`config.mk`:
```
export PLATFORM = sky130hd
export DESIGN_NAME = calendar_date_analyzer
export DESIGN_NICKNAME = d
export VERILOG_FILES = /design/src/hw/rtl/cda_pkg.sv /design/src/hw/rtl/cda_div25.sv /design/src/hw/rtl/calendar_date_analyzer.sv
export SDC_FILE = /design/constraint.sdc
export NUM_CORES = 1
export LEC_CHECK = 0
export ABC_AREA = 1
export BUFFER_PORTS_ARGS = -buffer_cell sky130_fd_sc_hd__buf_2
export CAP_MARGIN = 20
export CORE_MARGIN = 10
export CORE_UTILIZATION = 55
export CTS_BUF_LIST = sky130_fd_sc_hd__clkbuf_8 sky130_fd_sc_hd__clkbuf_16
export CTS_CLUSTER_SIZE = 40
export DETAILED_ROUTE_END_ITERATION = 10
export PLACE_DENSITY = 0.73
export SYNTH_ARGS = -nofsm -noshare
export SYNTH_HDL_FRONTEND = slang
export SYNTH_SLANG_ARGS = --single-unit
```
`constraint.sdc`:
```
create_clock -name clock -period 8.66 [get_ports clock]
set_clock_uncertainty 0.1 [all_clocks]
set_input_delay 1.732 -clock clock [delete_from_list [all_inputs] [get_ports clock]]
set_output_delay 1.732 -clock clock [all_outputs]
set_load 0.05 [all_outputs]
```
`src/hw/rtl/cda_pkg.sv`:
```
// shared widths, result layout and calendar tables for the date analyzer
`default_nettype none

package cda_pkg;

   localparam int DAY_W   = 5;
   localparam int MONTH_W = 4;
   localparam int YEAR_W  = 14;
   localparam int DOY_W   = 9;
   localparam int WDAY_W  = 3;
   localparam int SUM_W   = 15;
   localparam int QUOT_W  = 8;
   localparam int DIVD_W  = YEAR_W - 2;
   localparam int PROD_W  = 24;

   localparam int REQ_DATA_W = 24;
   localparam int RSP_DATA_W = 64;

   // floor(x / 25) as (x * RECIP_25) >> RECIP_SHIFT, exact for x below 4681
   localparam int RECIP_25    = 2622;
   localparam int RECIP_SHIFT = 16;

   localparam logic [MONTH_W-1:0] MONTH_JAN = 4'd1;
   localparam logic [MONTH_W-1:0] MONTH_FEB = 4'd2;
   localparam logic [MONTH_W-1:0] MONTH_MAR = 4'd3;
   localparam logic [MONTH_W-1:0] MONTH_DEC = 4'd12;

   localparam logic [WDAY_W-1:0] WDAY_FRIDAY   = 3'd5;
   localparam logic [WDAY_W-1:0] WDAY_SATURDAY = 3'd6;

   localparam logic [DOY_W-1:0] YEAR_DAYS      = 9'd365;
   localparam logic [DOY_W-1:0] LEAP_YEAR_DAYS = 9'd366;

   localparam logic [DAY_W-1:0] FEB_DAYS      = 5'd28;
   localparam logic [DAY_W-1:0] FEB_LEAP_DAYS = 5'd29;

   typedef struct packed {
      logic [YEAR_W-1:0]  next_year;
      logic [MONTH_W-1:0] next_month;
      logic [DAY_W-1:0]   next_day;
      logic [DOY_W-1:0]   days_to_year_end;
      logic [DOY_W-1:0]   day_of_year;
      logic [DAY_W-1:0]   days_to_month_end;
      logic [WDAY_W-1:0]  days_to_week_end;
      logic [DAY_W-1:0]   month_length;
      logic               is_business_day;
      logic               is_weekend;
      logic               is_end_of_week;
      logic [WDAY_W-1:0]  weekday;
   } rsp_type;

   // days in a month for a common year, zero outside january..december
   function automatic logic [DAY_W-1:0] month_days_base(input logic [MONTH_W-1:0] m);
      logic [DAY_W-1:0] d;
      case (m)
         4'd1, 4'd3, 4'd5, 4'd7, 4'd8, 4'd10, 4'd12: d = 5'd31;
         4'd4, 4'd6, 4'd9, 4'd11:                   d = 5'd30;
         4'd2:                                       d = FEB_DAYS;
         default:                                    d = 5'd0;
      endcase
      return d;
   endfunction

   // days before the first of the month in a common year; past december the whole year
   function automatic logic [DOY_W-1:0] days_before_month(input logic [MONTH_W-1:0] m);
      logic [DOY_W-1:0] d;
      case (m)
         4'd1:    d = 9'd0;
         4'd2:    d = 9'd31;
         4'd3:    d = 9'd59;
         4'd4:    d = 9'd90;
         4'd5:    d = 9'd120;
         4'd6:    d = 9'd151;
         4'd7:    d = 9'd181;
         4'd8:    d = 9'd212;
         4'd9:    d = 9'd243;
         4'd10:   d = 9'd273;
         4'd11:   d = 9'd304;
         4'd12:   d = 9'd334;
         4'd13, 4'd14, 4'd15: d = YEAR_DAYS;
         default: d = 9'd0;
      endcase
      return d;
   endfunction

   // floor(31 * shifted month / 12), january and february count as months 11 and 12
   function automatic logic [5:0] month_offset(input logic [MONTH_W-1:0] m);
      logic [5:0] o;
      case (m)
         4'd0:    o = 6'd25;
         4'd1:    o = 6'd28;
         4'd2:    o = 6'd31;
         4'd3:    o = 6'd2;
         4'd4:    o = 6'd5;
         4'd5:    o = 6'd7;
         4'd6:    o = 6'd10;
         4'd7:    o = 6'd12;
         4'd8:    o = 6'd15;
         4'd9:    o = 6'd18;
         4'd10:   o = 6'd20;
         4'd11:   o = 6'd23;
         4'd12:   o = 6'd25;
         4'd13:   o = 6'd28;
         4'd14:   o = 6'd31;
         default: o = 6'd33;
      endcase
      return o;
   endfunction

endpackage

`default_nettype wire

```
`src/hw/rtl/cda_div25.sv`:
```
// quotient of a 12-bit value by 25 through a reciprocal multiply
`default_nettype none

module cda_div25
   import cda_pkg::*;
(
   input  wire logic [DIVD_W-1:0] dividend,
   output logic      [QUOT_W-1:0] quotient
);

   logic [PROD_W-1:0] product;

   assign product  = {{(PROD_W-DIVD_W){1'b0}}, dividend} * PROD_W'(RECIP_25);
   assign quotient = product[RECIP_SHIFT +: QUOT_W];

endmodule

`default_nettype wire

```
`src/hw/rtl/calendar_date_analyzer.sv`:
```
// top level: four-stage pipeline from a date to weekday, calendar counts and next date
//
//   channel | ports           | direction | payload
//   --------+-----------------+-----------+------------------------------------------
//   request | req_tvalid/tready/tdata | in  | one date: day, month, year
//   result  | rsp_tvalid/tready/tdata | out | one analysis per date
//
// a date passes the registers of stages 1 to 4 before its result turns valid;
// one date can enter every cycle unless the result channel stalls. stage 1
// holds the two divide-by-25 multipliers, stage 2 the leap test and weekday
// sum, stage 3 the mod-7 fold and day of year, stage 4 the output register.
// each stage holds its contents while the stage after it is full and stalled,
// so a stall drops nothing. reset clears the stage valid bits only.
`default_nettype none

module calendar_date_analyzer
   import cda_pkg::*;
(
   input  wire logic                  clock,
   input  wire logic                  reset,

   input  wire logic                  req_tvalid,
   output logic                       req_tready,
   // day [4:0], month [8:5], year [22:9], zero [23]
   input  wire logic [REQ_DATA_W-1:0] req_tdata,

   output logic                       rsp_tvalid,
   input  wire logic                  rsp_tready,
   // weekday [2:0], is_end_of_week [3], is_weekend [4], is_business_day [5],
   // month_length [10:6], days_to_week_end [13:11], days_to_month_end [18:14],
   // day_of_year [27:19], days_to_year_end [36:28], next_day [41:37],
   // next_month [45:42], next_year [59:46], zero [63:60]
   output logic [RSP_DATA_W-1:0]      rsp_tdata
);

   // stall chain
   logic s1_valid_ff, s2_valid_ff, s3_valid_ff, rsp_valid_ff;
   logic s1_ready, s2_ready, s3_ready, s4_ready;

   assign s4_ready   = !rsp_valid_ff || rsp_tready;
   assign s3_ready   = !s3_valid_ff || s4_ready;
   assign s2_ready   = !s2_valid_ff || s3_ready;
   assign s1_ready   = !s1_valid_ff || s2_ready;
   assign req_tready = s1_ready;

   // stage 1: year split and quotients by 25
   logic [DAY_W-1:0]   in_day;
   logic [MONTH_W-1:0] in_month;
   logic [YEAR_W-1:0]  in_year;
   logic               shift_in;
   logic               neg_in;
   logic [YEAR_W-1:0]  adj_year_in;
   logic [QUOT_W-1:0]  q_year_in;
   logic [QUOT_W-1:0]  q_adj_in;

   assign in_day   = req_tdata[DAY_W-1:0];
   assign in_month = req_tdata[DAY_W +: MONTH_W];
   assign in_year  = req_tdata[DAY_W+MONTH_W +: YEAR_W];

   always_comb begin
      shift_in = (in_month <= MONTH_FEB);
      // year zero in january or february steps back to year minus one
      neg_in   = shift_in && (in_year == '0);
      if (neg_in) begin
         adj_year_in = '0;
      end else begin
         adj_year_in = in_year - YEAR_W'(shift_in);
      end
   end

   cda_div25 u_div_year (
      .dividend (in_year[YEAR_W-1:2]),
      .quotient (q_year_in)
   );

   cda_div25 u_div_adj (
      .dividend (adj_year_in[YEAR_W-1:2]),
      .quotient (q_adj_in)
   );

   logic [DAY_W-1:0]   s1_day_ff;
   logic [MONTH_W-1:0] s1_month_ff;
   logic [YEAR_W-1:0]  s1_year_ff;
   logic [YEAR_W-1:0]  s1_adj_year_ff;
   logic               s1_neg_ff;
   logic [QUOT_W-1:0]  s1_q_year_ff;
   logic [QUOT_W-1:0]  s1_q_adj_ff;

   always_ff @(posedge clock) begin
      if (reset) begin
         s1_valid_ff <= 1'b0;
      end else if (s1_ready) begin
         s1_valid_ff <= req_tvalid;
      end
   end

   always_ff @(posedge clock) begin
      if (s1_ready && req_tvalid) begin
         s1_day_ff      <= in_day;
         s1_month_ff    <= in_month;
         s1_year_ff     <= in_year;
         s1_adj_year_ff <= adj_year_in;
         s1_neg_ff      <= neg_in;
         s1_q_year_ff   <= q_year_in;
         s1_q_adj_ff    <= q_adj_in;
      end
   end

   // stage 2: leap test, month length, weekday sum
   logic [DIVD_W-1:0] q_year_x25;
   logic              leap_in;
   logic [DAY_W-1:0]  month_len_in;
   logic [SUM_W-1:0]  year_term;
   logic [SUM_W-1:0]  sum_in;

   always_comb begin
      q_year_x25 = {{(DIVD_W-QUOT_W){1'b0}}, s1_q_year_ff} * DIVD_W'(25);
      // multiple of 4, and not of 100 unless also of 400
      leap_in = (s1_year_ff[1:0] == 2'b00) &&
                ((q_year_x25 != s1_year_ff[YEAR_W-1:2]) || (s1_year_ff[3:2] == 2'b00));
      if (s1_month_ff == MONTH_FEB) begin
         month_len_in = leap_in ? FEB_LEAP_DAYS : FEB_DAYS;
      end else begin
         month_len_in = month_days_base(s1_month_ff);
      end
      // y + y/4 - y/100 + y/400, with y/100 = (y/4)/25 and y/400 = (y/100)/4
      year_term = SUM_W'(s1_adj_year_ff)
                + SUM_W'(s1_adj_year_ff[YEAR_W-1:2])
                - SUM_W'(s1_q_adj_ff)
                + SUM_W'(s1_q_adj_ff[QUOT_W-1:2]);
      sum_in = SUM_W'(s1_day_ff) + SUM_W'(month_offset(s1_month_ff)) + year_term
             - SUM_W'(s1_neg_ff);
   end

   logic [DAY_W-1:0]   s2_day_ff;
   logic [MONTH_W-1:0] s2_month_ff;
   logic [YEAR_W-1:0]  s2_year_ff;
   logic               s2_leap_ff;
   logic [DAY_W-1:0]   s2_month_len_ff;
   logic [SUM_W-1:0]   s2_sum_ff;

   always_ff @(posedge clock) begin
      if (reset) begin
         s2_valid_ff <= 1'b0;
      end else if (s2_ready) begin
         s2_valid_ff <= s1_valid_ff;
      end
   end

   always_ff @(posedge clock) begin
      if (s2_ready && s1_valid_ff) begin
         s2_day_ff       <= s1_day_ff;
         s2_month_ff     <= s1_month_ff;
         s2_year_ff      <= s1_year_ff;
         s2_leap_ff      <= leap_in;
         s2_month_len_ff <= month_len_in;
         s2_sum_ff       <= sum_in;
      end
   end

   // stage 3: mod 7, day of year, next date
   logic [5:0]         digit_sum;
   logic [3:0]         fold;
   logic [WDAY_W-1:0]  weekday_in;
   logic [DOY_W-1:0]   doy_in;
   logic [DAY_W-1:0]   next_day_in;
   logic [MONTH_W-1:0] next_month_in;
   logic [YEAR_W-1:0]  next_year_in;

   always_comb begin
      // 8 is 1 mod 7, so octal digits add up to the same residue
      digit_sum = 6'(s2_sum_ff[2:0]) + 6'(s2_sum_ff[5:3]) + 6'(s2_sum_ff[8:6])
                + 6'(s2_sum_ff[11:9]) + 6'(s2_sum_ff[14:12]);
      fold      = 4'(digit_sum[5:3]) + 4'(digit_sum[2:0]);
      if (fold >= 4'd7) begin
         weekday_in = WDAY_W'(fold - 4'd7);
      end else begin
         weekday_in = WDAY_W'(fold);
      end

      doy_in = DOY_W'(s2_day_ff) + days_before_month(s2_month_ff)
             + DOY_W'(s2_leap_ff && (s2_month_ff >= MONTH_MAR));

      next_day_in   = s2_day_ff + 5'd1;
      next_month_in = s2_month_ff;
      next_year_in  = s2_year_ff;
      if (s2_day_ff == s2_month_len_ff) begin
         next_day_in = 5'd1;
         if (s2_month_ff == MONTH_DEC) begin
            next_month_in = MONTH_JAN;
            next_year_in  = s2_year_ff + 14'd1;
         end else begin
            next_month_in = s2_month_ff + 4'd1;
         end
      end
   end

   logic [WDAY_W-1:0]  s3_weekday_ff;
   logic [DAY_W-1:0]   s3_day_ff;
   logic [DAY_W-1:0]   s3_month_len_ff;
   logic               s3_leap_ff;
   logic [DOY_W-1:0]   s3_doy_ff;
   logic [DAY_W-1:0]   s3_next_day_ff;
   logic [MONTH_W-1:0] s3_next_month_ff;
   logic [YEAR_W-1:0]  s3_next_year_ff;

   always_ff @(posedge clock) begin
      if (reset) begin
         s3_valid_ff <= 1'b0;
      end else if (s3_ready) begin
         s3_valid_ff <= s2_valid_ff;
      end
   end

   always_ff @(posedge clock) begin
      if (s3_ready && s2_valid_ff) begin
         s3_weekday_ff    <= weekday_in;
         s3_day_ff        <= s2_day_ff;
         s3_month_len_ff  <= s2_month_len_ff;
         s3_leap_ff       <= s2_leap_ff;
         s3_doy_ff        <= doy_in;
         s3_next_day_ff   <= next_day_in;
         s3_next_month_ff <= next_month_in;
         s3_next_year_ff  <= next_year_in;
      end
   end

   // stage 4: flags, remaining-day counts, output register
   rsp_type          rsp_in;
   logic [DOY_W-1:0] year_len;

   always_comb begin
      year_len              = s3_leap_ff ? LEAP_YEAR_DAYS : YEAR_DAYS;
      rsp_in.weekday        = s3_weekday_ff;
      rsp_in.is_end_of_week = (s3_weekday_ff == WDAY_SATURDAY);
      rsp_in.is_weekend     = (s3_weekday_ff == WDAY_SATURDAY) ||
                              (s3_weekday_ff == WDAY_FRIDAY);
      rsp_in.is_business_day = !rsp_in.is_weekend;
      rsp_in.month_length    = s3_month_len_ff;
      rsp_in.days_to_week_end = WDAY_SATURDAY - s3_weekday_ff;
      if (s3_month_len_ff > s3_day_ff) begin
         rsp_in.days_to_month_end = s3_month_len_ff - s3_day_ff;
      end else begin
         rsp_in.days_to_month_end = '0;
      end
      rsp_in.day_of_year = s3_doy_ff;
      if (year_len > s3_doy_ff) begin
         rsp_in.days_to_year_end = year_len - s3_doy_ff;
      end else begin
         rsp_in.days_to_year_end = '0;
      end
      rsp_in.next_day   = s3_next_day_ff;
      rsp_in.next_month = s3_next_month_ff;
      rsp_in.next_year  = s3_next_year_ff;
   end

   rsp_type rsp_ff;

   always_ff @(posedge clock) begin
      if (reset) begin
         rsp_valid_ff <= 1'b0;
      end else if (s4_ready) begin
         rsp_valid_ff <= s3_valid_ff;
      end
   end

   always_ff @(posedge clock) begin
      if (s4_ready && s3_valid_ff) begin
         rsp_ff <= rsp_in;
      end
   end

   assign rsp_tvalid = rsp_valid_ff;
   assign rsp_tdata  = {{(RSP_DATA_W-$bits(rsp_type)){1'b0}}, rsp_ff};

endmodule

`default_nettype wire
```
==> impl_metrics.csv <==
group,metric,value,unit
cts,clk_pin_slew,0.06,ns
cells_and_area,antenna-diode-count,0,
logic_synthesis,avgSynthCellArea,10.2,um2
logic_synthesis,syn_area,17700,um2
placed_design,routabilityCongestion,0.851,
worst_setup_path,worstPathRequired,8.79,ns
logic_synthesis,synth_edf_count,197,
global_route,grt_pass1_vias,11423,
drt,drcViolationCount,0,
drt,dr.pass1.iters,5,
global_route,grt_usage,0.160,
cts,cts_root_buffer,"clkbuf_16",
logic_synthesis,synthArstFlopShare,0,
drt,wirelength,31300,um
power_and_ir_drop,vdd_drop_max,735,uV
logic_synthesis,syn_inst,1736,
logic_synthesis,synth_warnings,0,
timing,clock.fmax,136,MHz
floorplan,core,31600,um2
timing,fin_crit_sh,0.849,
power_and_ir_drop,leakage,9.60,nW
cts,clkLatencyLatePin,0.49,ns
worst_setup_path,crit_path_max_fanout,8,
worst_setup_path,max_stage_delay,0.55,ns
logic_synthesis,ys_ff_latch,219,
timing,tns,0,ns
cells_and_area,fill_cells,2532,
logic_synthesis,synth_commonest_cells,"367 x inv_1, 297 x ha_1, 259 x nand2_1",
timing,hold_viol_final,0,
cts,post-cts-setup-buffers,0,
cts,clockBufferDepth,3,
logic_synthesis,synth_top_flop_cell,"edfxtp_1",
worst_setup_path,cp.arrival,7.48,ns
logic_synthesis,yosysTopAreaCell,"edfxtp_1",
cells_and_area,drive_gt1_frac,0.0832,
global_route,grt_max_degree,58,
power_and_ir_drop,internal_power,0.00421,W
cts,cts_tree,"yes",
floorplan,row_count,65,
floorplan,initial_core_util,0.558,
drt,post_drt_wl_per_cell,13.8,um
cts,htree_levels,1,
worst_setup_path,crit_family,"adder cells",
logic_synthesis,synth_seq_area_share,0.360,
cells_and_area,fin_util,0.610,
drt,vias_per_cell,5.10,
global_route,antenna_found_initial,0,
power_and_ir_drop,clkPwrFrac,0.113,
cts,cts_resized,0,
logic_synthesis,yosys.area.top_type_share,0.335,
logic_synthesis,synth.most_common_cell,"inv_1",
timing,finalSetupViolations,0,
cells_and_area,seq_area,6360,um2
cells_and_area,multi_input_area,9850,um2
placed_design,portBuffers,88,
worst_setup_path,startpoint_type,"input port",
power_and_ir_drop,power_frac_seq,0.214,
floorplan,io_pins,94,
logic_synthesis,synth.area.top_cells,"edfxtp_1 33%, ha_1 21%, fa_1 14%",
timing,slew_violations,0,
floorplan,die_x,199,um
worst_setup_path,path_class,"input port to flip-flop",
flow_run,drv_cap,0,
worst_setup_path,end_kind,"flip-flop",
timing,layout_min_cycle_time,7.35,ns
worst_setup_path,cp_num_buf_inv,8,
logic_synthesis,yosysUniqueCellTypes,49,
power_and_ir_drop,pwr_density_cell,394,nW/um2
cts,cts_hold_buffers,0,
cts,cts_sinks,219,
global_route,grt_remaining_overflow,0,
drt,ant_nets,0,
power_and_ir_drop,switching_share,0.445,
worst_setup_path,critPathSlowestCell,"fa_1",
drt,vias,11547,
power_and_ir_drop,power_frac_comb,0.673,
cells_and_area,final_nets,2298,
cts,cts_buffers,21,
placed_design,hpwl,26000,um
timing,worstMarginPinSlew,0.887,ns
floorplan,die_area,39700,um2
timing,slew_headroom,0.406,
floorplan,fp.dieH,199,um
run_status,outcome,"completed",
global_route,grt_pass1_wl,52700,um
cells_and_area,syn_to_final_growth,9.28,%
hold_path,hp-class,"flip-flop to flip-flop",
power_and_ir_drop,net-switching-power,0.00338,W
drt,drt_first_iter_violations,482,
timing,rsz0062_at_grt,"false",
[logic make-up (layout without fill, tap and decap cells)]
kind of cell | after synthesis | after routing | share of synthesized area
AND/OR/NAND/NOR | 468 | 468 | 0.113
other | 1 | 4 | 0.000212
multiplexers | 1 | 1 | 0.000638
flip-flops | 219 | 219 | 0.360
buffers and inverters | 383 | 508 | 0.0835
AO/OA/AOI/OAI | 169 | 169 | 0.0560
XOR/XNOR | 76 | 76 | 0.0377
adder cells (fa/ha/maj) | 419 | 419 | 0.349
[sequential cells by signal, indices dropped and copies added (netlist names), 4 cells and up, named ones only]
signal	cells
s2_year_ff	14
s3_doy_ff	9
s2_sum_ff	15
s1_day_ff	5
s1_adj_year_ff	14
s1_q_year_ff	8
s3_next_month_ff	4
s3_next_year_ff	14
s1_month_ff	4
s2_day_ff	5
s3_day_ff	5
s2_month_ff	4
rsp_tdata	57
s1_year_ff	14
s3_next_day_ff	5
s1_q_adj_ff	8
[layout make-up]
class,count,share of cell area
multi-input combinational,1137,0.510
tap,402,0.0261
sequential,219,0.329
timing repair buffer,99,0.0277
inverter,373,0.0731
clock inverter,15,0.00629
clock buffer,21,0.0272
[worst reg2reg max path, stage by stage, from the launching register on]
cell	delay, ns
edfxtp_1	0.42
fa_1	0.51
fa_1	0.52
inv_1	0.06
fa_1	0.51
inv_1	0.04
ha_1	0.21
fa_1	0.41
xor2_1	0.16
ha_1	0.21
fa_1	0.51
ha_1	0.14
inv_1	0.05
o21ai_0	0.30
mux2_2	0.38
[routing by layer]
layer / wire length [um] / global-route usage / share of wire
met2: 15400 / 0.290 / 0.49
met5: 0 / 0 / 0
met3: 1210 / 0.0165 / 0.039
met1: 13900 / 0.197 / 0.44
met4: 778 / 0.0458 / 0.025
[cells in the final DEF (no fill, tap or decap), types with 4 or more instances in the layout]
cell type | synthesis | routed
nor3_1 | 15 | 15
fa_1 | 122 | 122
xnor2_1 | 22 | 22
buf_4 | 7 | 9
o21bai_1 | 12 | 12
nand4_1 | 16 | 16
a21oi_1 | 68 | 68
buf_2 | 1 | 88
ha_1 | 297 | 297
nand3_1 | 57 | 57
inv_1 | 367 | 369
nor2_1 | 93 | 92
nor3b_1 | 5 | 5
conb_1 | 1 | 4
dfxtp_1 | 22 | 22
or2_2 | 5 | 5
a21o_1 | 7 | 7
clkbuf_16 | 0 | 21
xor2_1 | 54 | 54
clkinv_1 | 0 | 7
o21ai_4 | 4 | 4
o21ai_0 | 57 | 57
o21ai_1 | 4 | 4
edfxtp_1 | 197 | 197
nand2_1 | 259 | 259
[power by group through the flow]
stage / clock network (W) / logic, W / registers [W]
after floorplan: 0 / 0.00409 / 0.00164
after detailed placement: 0 / 0.00509 / 0.00165
after CTS: 0.000886 / 0.00514 / 0.00163
final: 0.000862 / 0.00511 / 0.00163
after global placement: 0 / 0.00489 / 0.00164
after global routing: 0.000926 / 0.00602 / 0.00164
[path summary, 6_finish.rpt]
kind,to,cells past startpoint,start,slack [ns]
setup / recovery,s1_q_adj_ff[5]$_DFFE_PP_,32,req_tdata[7],1.31
hold / removal,rsp_tdata[40]$_DFFE_PP_,0,s3_next_day_ff[3]$_SDFFCE_PN0P_,0.32
setup reg to reg,s3_weekday_ff[1]$_DFFE_PP_,14,s2_sum_ff[1]$_DFFE_PP_,3.90
hold reg to reg,rsp_tdata[40]$_DFFE_PP_,0,s3_next_day_ff[3]$_SDFFCE_PN0P_,0.32
[per-stage QoR]
stage          instance area [um2]  worst slack, ns  hold WS, ns  total power, W  std cells
2_1_floorplan                17700             1.11        0.300         0.00574       1739
3_3_place_gp                 18600             1.00        0.303         0.00654       2228
3_5_place_dp                 18600            0.859        0.306         0.00674       2228
4_1_cts                      19300             1.36        0.320         0.00766       2264
5_1_grt                      19300            0.843        0.327         0.00858       2266
6_report                     19300             1.31        0.318         0.00760       2266
No activity file was read; power rests on OpenSTA's default activity.
